$ cat src/rtl/assert_macros.svh
// Assertion helpers for the keypad scanner RTL.
// Checks are compiled in for simulation and left out for synthesis.
`ifndef ASSERT_MACROS_SVH
`define ASSERT_MACROS_SVH

`ifndef SYNTHESIS

// Clocked check, disabled while reset is asserted (active low).
`define KPD_ASSERT(lbl, clk, rst_n, prop) \
  lbl: assert property (@(posedge clk) disable iff (!rst_n) prop) \
    else $error("keypad scanner check failed");

// Clocked check that also holds during reset.
`define KPD_ASSERT_ALWAYS(lbl, clk, prop) \
  lbl: assert property (@(posedge clk) prop) \
    else $error("keypad scanner check failed");

`else

`define KPD_ASSERT(lbl, clk, rst_n, prop)
`define KPD_ASSERT_ALWAYS(lbl, clk, prop)

`endif

`endif

$ cat src/rtl/kpd_pkg.sv
// ----------------------------------------------------------------------------
// kpd_pkg
// Shared types and constants for the two-column keypad matrix scanner.
// ----------------------------------------------------------------------------
`default_nettype none

package kpd_pkg;

  localparam int NUM_BUTTONS = 17;
  localparam int ROW_W       = 8;
  localparam int IDX_W       = 5;
  localparam int PHASE_W     = 2;

  // Scan phase codes; the unused code three acts as column-0 select
  localparam logic [PHASE_W-1:0] PH_COL0 = 2'd0;
  localparam logic [PHASE_W-1:0] PH_COL1 = 2'd1;
  localparam logic [PHASE_W-1:0] PH_CAPT = 2'd2;

  // Column select codes
  localparam logic COL_FIRST  = 1'b0;
  localparam logic COL_SECOND = 1'b1;

  // Input word: one poll tick
  typedef struct packed {
    logic [ROW_W-1:0] row_levels;
    logic             power_pin;
  } kpd_in_t;

  // Output word: one result
  typedef struct packed {
    logic                   column_select;
    logic [NUM_BUTTONS-1:0] button_state;
    logic                   event_valid;
    logic [IDX_W-1:0]       button_index;
    logic                   last;
  } kpd_out_t;

  // Controller -> datapath commands
  typedef struct packed {
    logic accept;  // take the input word
    logic step;    // advance the change walk by one button
  } kpd_cmd_t;

  // Datapath -> controller status
  typedef struct packed {
    logic has_events;  // accepted tick produces change events
    logic hit;         // current walk position holds a change
    logic rest_zero;   // no change left above the current position
  } kpd_sts_t;

endpackage

`default_nettype wire

$ cat src/rtl/keypad_matrix_scan_change_events.sv
// ----------------------------------------------------------------------------
// keypad_matrix_scan_change_events
// Two-column keypad scanner: three-phase poll tick, 17-bit pressed state,
// one result word per changed button in the event span.
// ----------------------------------------------------------------------------
// Usage:
//   in_*  : one word per poll tick (sampled row pins, power pin), taken when
//           in_valid is high and in_stall is low.
//   out_* : result words, taken when out_valid is high and out_stall is low;
//           each tick gives one or more words, the final one has last set.
//   Phase 0 and phase 1 ticks, and a capture tick with no change, give one
//   word in the cycle after acceptance. A capture tick with changes walks the
//   pending-change mask one button per cycle while the output is not stalled,
//   from FIRST_EVENT_BIT up to the highest changed button.
//   A new tick is taken once the walk is over and the output register is
//   empty, so no tick is taken while words of the previous one are pending.
//   A stalled output word holds and the walk pauses until it is taken.
//   Reset clears the scan phase (column 0 next), captured rows and stored
//   state; no word is pending after reset.
// ----------------------------------------------------------------------------
`default_nettype none

`include "assert_macros.svh"

module keypad_matrix_scan_change_events import kpd_pkg::*; #(
  parameter int FIRST_EVENT_BIT = 0,
  parameter int END_EVENT_BIT   = 17
) (
  input  wire logic    clk,
  input  wire logic    rst_n,
  input  wire logic    in_valid,
  output logic         in_stall,
  input  wire kpd_in_t in_data,
  output logic         out_valid,
  input  wire logic    out_stall,
  output kpd_out_t     out_data
);

  kpd_cmd_t cmd;
  kpd_sts_t sts;

  kpd_ctrl u_ctrl (
    .clk       (clk),
    .rst_n     (rst_n),
    .in_valid  (in_valid),
    .in_stall  (in_stall),
    .out_valid (out_valid),
    .out_stall (out_stall),
    .sts       (sts),
    .cmd       (cmd)
  );

  kpd_dp #(
    .FIRST_EVENT_BIT (FIRST_EVENT_BIT),
    .END_EVENT_BIT   (END_EVENT_BIT)
  ) u_dp (
    .clk      (clk),
    .rst_n    (rst_n),
    .cmd      (cmd),
    .in_word  (in_data),
    .sts      (sts),
    .out_word (out_data)
  );

  // Checks
  `KPD_ASSERT(a_accept_out_empty, clk, rst_n, (in_valid && !in_stall) |-> !out_valid)
  `KPD_ASSERT(a_event_col_second, clk, rst_n, (out_valid && out_data.event_valid) |-> out_data.column_select)
  `KPD_ASSERT(a_plain_is_last, clk, rst_n, (out_valid && !out_data.event_valid) |-> out_data.last)
  `KPD_ASSERT(a_cmd_exclusive, clk, rst_n, !(cmd.accept && cmd.step))

endmodule

`default_nettype wire

$ cat src/rtl/kpd_dp.sv
// ----------------------------------------------------------------------------
// kpd_dp
// Scanner datapath: scan phase, captured rows, stored button state, the
// pending-change mask with its walk counter, and the output word register.
// ----------------------------------------------------------------------------
`default_nettype none

module kpd_dp import kpd_pkg::*; #(
  parameter int FIRST_EVENT_BIT = 0,
  parameter int END_EVENT_BIT   = 17
) (
  input  wire logic     clk,
  input  wire logic     rst_n,
  input  wire kpd_cmd_t cmd,
  input  wire kpd_in_t  in_word,
  output kpd_sts_t      sts,
  output kpd_out_t      out_word
);

  logic [PHASE_W-1:0]     phase_r,      phase_nxt;
  logic [ROW_W-1:0]       first_rows_r, first_rows_nxt;
  logic [NUM_BUTTONS-1:0] stored_r,     stored_nxt;
  logic [NUM_BUTTONS-1:0] pend_r,       pend_nxt;
  logic [IDX_W-1:0]       bit_r,        bit_nxt;
  kpd_out_t               out_r,        out_nxt;

  logic [ROW_W-1:0]       rows_pressed;
  logic [NUM_BUTTONS-1:0] fresh;
  logic [NUM_BUTTONS-1:0] span;
  logic [NUM_BUTTONS-1:0] changes;
  logic [NUM_BUTTONS-1:0] above;
  logic                   col_next;

  // Event span mask and positions above the walk counter
  always_comb begin
    for (int i = 0; i < NUM_BUTTONS; i++) begin
      span[i]  = (i >= FIRST_EVENT_BIT) && (i < END_EVENT_BIT);
      above[i] = (IDX_W'(i) > bit_r);
    end
  end

  // New pressed state; rows are active low
  assign rows_pressed = ~in_word.row_levels;
  assign fresh        = {in_word.power_pin, rows_pressed, first_rows_r};
  assign changes      = (stored_r ^ fresh) & span;

  assign sts.has_events = (phase_r == PH_CAPT) && (|changes);
  assign sts.hit        = pend_r[bit_r];
  assign sts.rest_zero  = ~|(pend_r & above);

  // Phase sequencing on an accepted tick, and the change walk on a step
  always_comb begin
    phase_nxt      = phase_r;
    first_rows_nxt = first_rows_r;
    stored_nxt     = stored_r;
    pend_nxt       = pend_r;
    bit_nxt        = bit_r;
    col_next       = COL_SECOND;
    out_nxt        = out_r;
    if (cmd.accept) begin
      unique case (phase_r)
        PH_COL1: begin
          first_rows_nxt = rows_pressed;
          phase_nxt      = PH_CAPT;
          col_next       = COL_SECOND;
        end
        PH_CAPT: begin
          stored_nxt = fresh;
          pend_nxt   = changes;
          bit_nxt    = IDX_W'(FIRST_EVENT_BIT);
          phase_nxt  = PH_COL0;
          col_next   = COL_SECOND;
        end
        default: begin
          first_rows_nxt = '0;
          phase_nxt      = PH_COL1;
          col_next       = COL_FIRST;
        end
      endcase
      // Single non-event result; unused when the tick has events
      out_nxt.column_select = col_next;
      out_nxt.button_state  = stored_nxt;
      out_nxt.event_valid   = 1'b0;
      out_nxt.button_index  = '0;
      out_nxt.last          = 1'b1;
    end else if (cmd.step) begin
      // Walk one button; a hit loads an event word and clears its bit
      bit_nxt = bit_r + IDX_W'(1);
      if (pend_r[bit_r]) begin
        pend_nxt[bit_r]       = 1'b0;
        out_nxt.column_select = COL_SECOND;
        out_nxt.button_state  = stored_r;
        out_nxt.event_valid   = 1'b1;
        out_nxt.button_index  = bit_r;
        out_nxt.last          = sts.rest_zero;
      end
    end
  end

  // Scan state
  always_ff @(posedge clk) begin
    if (!rst_n) begin
      phase_r      <= PH_COL0;
      first_rows_r <= '0;
      stored_r     <= '0;
      pend_r       <= '0;
    end else begin
      phase_r      <= phase_nxt;
      first_rows_r <= first_rows_nxt;
      stored_r     <= stored_nxt;
      pend_r       <= pend_nxt;
    end
  end

  // Walk counter and output word
  always_ff @(posedge clk) begin
    bit_r <= bit_nxt;
    out_r <= out_nxt;
  end

  assign out_word = out_r;

endmodule

`default_nettype wire

$ cat src/rtl/kpd_ctrl.sv
// ----------------------------------------------------------------------------
// kpd_ctrl
// Scanner controller: input handshake, change-walk sequencing and the
// output valid flag.
// ----------------------------------------------------------------------------
`default_nettype none

module kpd_ctrl import kpd_pkg::*; (
  input  wire logic     clk,
  input  wire logic     rst_n,
  input  wire logic     in_valid,
  output logic          in_stall,
  output logic          out_valid,
  input  wire logic     out_stall,
  input  wire kpd_sts_t sts,
  output kpd_cmd_t      cmd
);

  localparam logic ST_IDLE = 1'b0;
  localparam logic ST_WALK = 1'b1;

  logic state_r, state_nxt;
  logic out_valid_r, out_valid_nxt;
  logic out_free;

  assign out_free = !out_valid_r || !out_stall;

  // Take a tick only when idle with the output register empty
  assign in_stall   = (state_r != ST_IDLE) || out_valid_r;
  assign cmd.accept = in_valid && !in_stall;
  assign cmd.step   = (state_r == ST_WALK) && out_free;

  // Next state and output valid
  always_comb begin
    state_nxt     = state_r;
    out_valid_nxt = out_valid_r && out_stall;
    unique case (state_r)
      ST_IDLE: begin
        if (cmd.accept) begin
          if (sts.has_events) begin
            state_nxt = ST_WALK;
          end else begin
            out_valid_nxt = 1'b1;
          end
        end
      end
      ST_WALK: begin
        if (cmd.step && sts.hit) begin
          out_valid_nxt = 1'b1;
          if (sts.rest_zero) begin
            state_nxt = ST_IDLE;
          end
        end
      end
      default: begin
        state_nxt = ST_IDLE;
      end
    endcase
  end

  always_ff @(posedge clk) begin
    if (!rst_n) begin
      state_r     <= ST_IDLE;
      out_valid_r <= 1'b0;
    end else begin
      state_r     <= state_nxt;
      out_valid_r <= out_valid_nxt;
    end
  end

  assign out_valid = out_valid_r;

endmodule

`default_nettype wire
$ cat config.mk
export PLATFORM = sky130hd
export DESIGN_NAME = keypad_matrix_scan_change_events
export DESIGN_NICKNAME = d
export VERILOG_FILES = /design/src/rtl/kpd_pkg.sv /design/src/rtl/keypad_matrix_scan_change_events.sv /design/src/rtl/kpd_dp.sv /design/src/rtl/kpd_ctrl.sv
export VERILOG_INCLUDE_DIRS = /design/src /design/src/rtl
export SDC_FILE = /design/constraint.sdc
export NUM_CORES = 1
export LEC_CHECK = 0
export BUFFER_PORTS_ARGS = -buffer_cell sky130_fd_sc_hd__clkbuf_2
export CAP_MARGIN = 30
export CORE_UTILIZATION = 53
export DETAILED_ROUTE_END_ITERATION = 6
export PLACE_DENSITY = 0.86
export SETUP_SLACK_MARGIN = 0.05
export SLEW_MARGIN = 20
export SYNTH_ARGS = -nofsm -noshare
export SYNTH_HDL_FRONTEND = slang
export SYNTH_SLANG_ARGS = --single-unit
export TNS_END_PERCENT = 1
$ cat constraint.sdc
create_clock -name clk -period 2.9 [get_ports clk]
set_input_delay 0.29 -clock clk [delete_from_list [all_inputs] [get_ports clk]]
set_output_delay 0.29 -clock clk [all_outputs]
set_load 0.005 [all_outputs]
==> impl_metrics.toml <==
[yosys]
synth_edf_count = 23
synthFlopType = "dfxtp_1"
synth_cells = 407
synthArstFlopShare = 0
seq_area_frac_synth = 0.466
syn_nets = 427
netlist_area_um2 = 3760
ys_ff_latch = 76
yosysWarningCount = 0
synth_cell_types = 58
avgSynthCellArea_um2 = 9.24

[sta]
max_slew_margin = 0.525
fin_setup_tns_ps = 0
slew_violations = 0
worst_hold_slack_ps = 167
rsz0062_at_grt = "no"
period_share = 0.934
setup_violations = 0
fin_skew_ps = 9.69
tightestPinTransition_ps = 713
hold_viol_final = 0
finalCriticalPeriod_ps = 2710
max_freq_ghz = 0.369

[clock_tree]
cts_resized = 0
cts.clk_slew.worst_paths_ps = 90
cts_hold_buf = 0
cts_sinks = 76
post_cts_buffers = 0
cts-root-buf = "clkbuf_8"
cts_buffers = 9
cts.path.max_buffers = 2
clkLatencyLatePin_ps = 360
cts_tree = "yes"
h-tree-depth = 3

[layout]
antenna_cells = 0
fin_nets = 462
drive_gt1_frac = 0.188
nFillCells = 576
area_growth_pct = 13.4
multi_input_area_um2 = 1830
seq_area_um2 = 1750

[worst_setup_path]
start_kind = "flop"
crit_arrival_ps = 2960
critical_path_class = "reg2reg"
cp.required_ps = 3150
worstPathMaxFanout = 12
crit_path_end_kind = "flop"

[power]
power_density_nw_per_um2 = 511
vdd_drop_max_mv = 0.261
p_leak_nw = 1.70

[drt]
first_pass_iters = 5
antenna_left = 0
drc_errors = 0
wirelength_um = 9110
wire_per_inst_um = 16.8
vias_per_cell = 6.00
vias = 3259
first_iter_violations = 317

[hold_path]
hold_path.class = "in2reg"

[floorplan]
die-height_um = 86.2
die-area_um2 = 7430
core_area_um2 = 6830
die_w_um = 86.2
num_rows = 30
io_pins = 40
start_util = 0.550

[place]
numPortBuffers = 39
dpl.hpwl_um = 6270
gp_congestion = 0.968

[global_routing]
grt_max_degree = 40
antenna_found_initial = 0
grt_use_total = 0.253
grt_pass1_vias = 2942
grt_pass1_wl_um = 14400
grt_overflow = 0

[run]
drv_cap = 0

[outcome]
run_status = "complete, no violations"
critical path: stages, from the launching register on:
cell	delay (ps)
edfxtp_1	610
ha_1	240
or4bb_1	540
a22oi_1	230
o221ai_1	160
a32oi_1	210
or3b_1	390
a31o_1	220
per-stage QoR:
stage	cell area (µm²)	power [W]	setup WS, ps	cells	utilization
after floorplan	3760	0.00131	103	407	-
after global placement	4050	0.00138	337	526	0.593
after detailed placement	4050	0.00139	236	526	0.593
after CTS	4250	0.00218	215	542	0.622
after global routing	4270	0.00226	93.2	543	0.624
final	4270	0.00218	191	543	0.624
synthesized netlist by cell type, types with 10 or more instances:
cell,n,share of area
nand3_1,11,0.015
o21ai_0,17,0.023
a211oi_1,18,0.036
a21oi_1,46,0.061
dfxtp_1,53,0.28
nand2_1,27,0.027
inv_1,10,0.010
nor2_1,59,0.059
xor2_1,11,0.026
mux2i_1,13,0.035
clkbuf_1,24,0.024
edfxtp_1,23,0.18
area by class of cell:
cell class | instances | area share
Multi-Input combinational cell | 290 | 0.430
Sequential cell | 76 | 0.411
Tap cell | 96 | 0.0282
Clock buffer | 11 | 0.0381
Timing Repair Buffer | 55 | 0.0757
Clock inverter | 5 | 0.00880
Inverter | 10 | 0.00880
state kept, by name, summed over array words and instances, names as in the netlist:
name and count:
u_dp.pend_r 17, u_dp.phase_r 2, u_dp.bit_r 5, u_dp.first_rows_r 8, u_dp.stored_r 17, u_ctrl.out_valid 1, u_dp.out_word 25, u_ctrl.state_r 1
metal layers:
layer / vias up / GRT usage / part of all wire
met4: 0 / 0.152 / 0.043
met3: 41 / 0.0448 / 0.052
met5: - / 0 / 0
met2: 124 / 0.403 / 0.47
met1: 1563 / 0.323 / 0.43
li1: 1531 / - / -
cells in the final DEF (no fill, tap or decap), drive strengths merged, types with 9 or more instances in the layout:
cell type  count
nand3         11
dfxtp         53
a21oi         47
nor3b          9
clkbuf        50
nand2         27
nor2          59
xor2          11
o21ai         17
inv           14
edfxtp        23
mux2i         13
buf           16
a211oi        18
worst paths after layout:
| check | startpoint | slack, ps | cells past startpoint | end |
|---|---|---|---|---|
| worst max register to register | u_dp.bit_r[1] | 190 | 7 | u_ctrl.state_r |
| worst min-delay path | in_data[2] | 170 | 2 | u_dp.stored_r[9] |
| worst max-delay path | u_dp.bit_r[1] | 190 | 7 | u_ctrl.state_r |
| worst min register to register | u_dp.out_word[6] | 460 | 2 | u_dp.out_word[6] |
power breakdown:
group,switching (W),internal [W]
clock,0.000418,0.000393
sequential,0.0000211,0.00113
combinational,0.000140,0.0000801
kinds of logic (layout without fill, tap and decap cells):
kind of cell	count (synthesis)	in the layout	share of synthesized area
muxes	19	19	0.0586
buffers and inverters	41	81	0.0479
and+or+nand+nor	134	134	0.173
AOI/OAI and AO/OA	111	111	0.187
adders and majority gates	7	7	0.0233
DFF	76	76	0.466
xor gates and xnor gates	19	19	0.0443
Power figures use the tool's default switching activity.
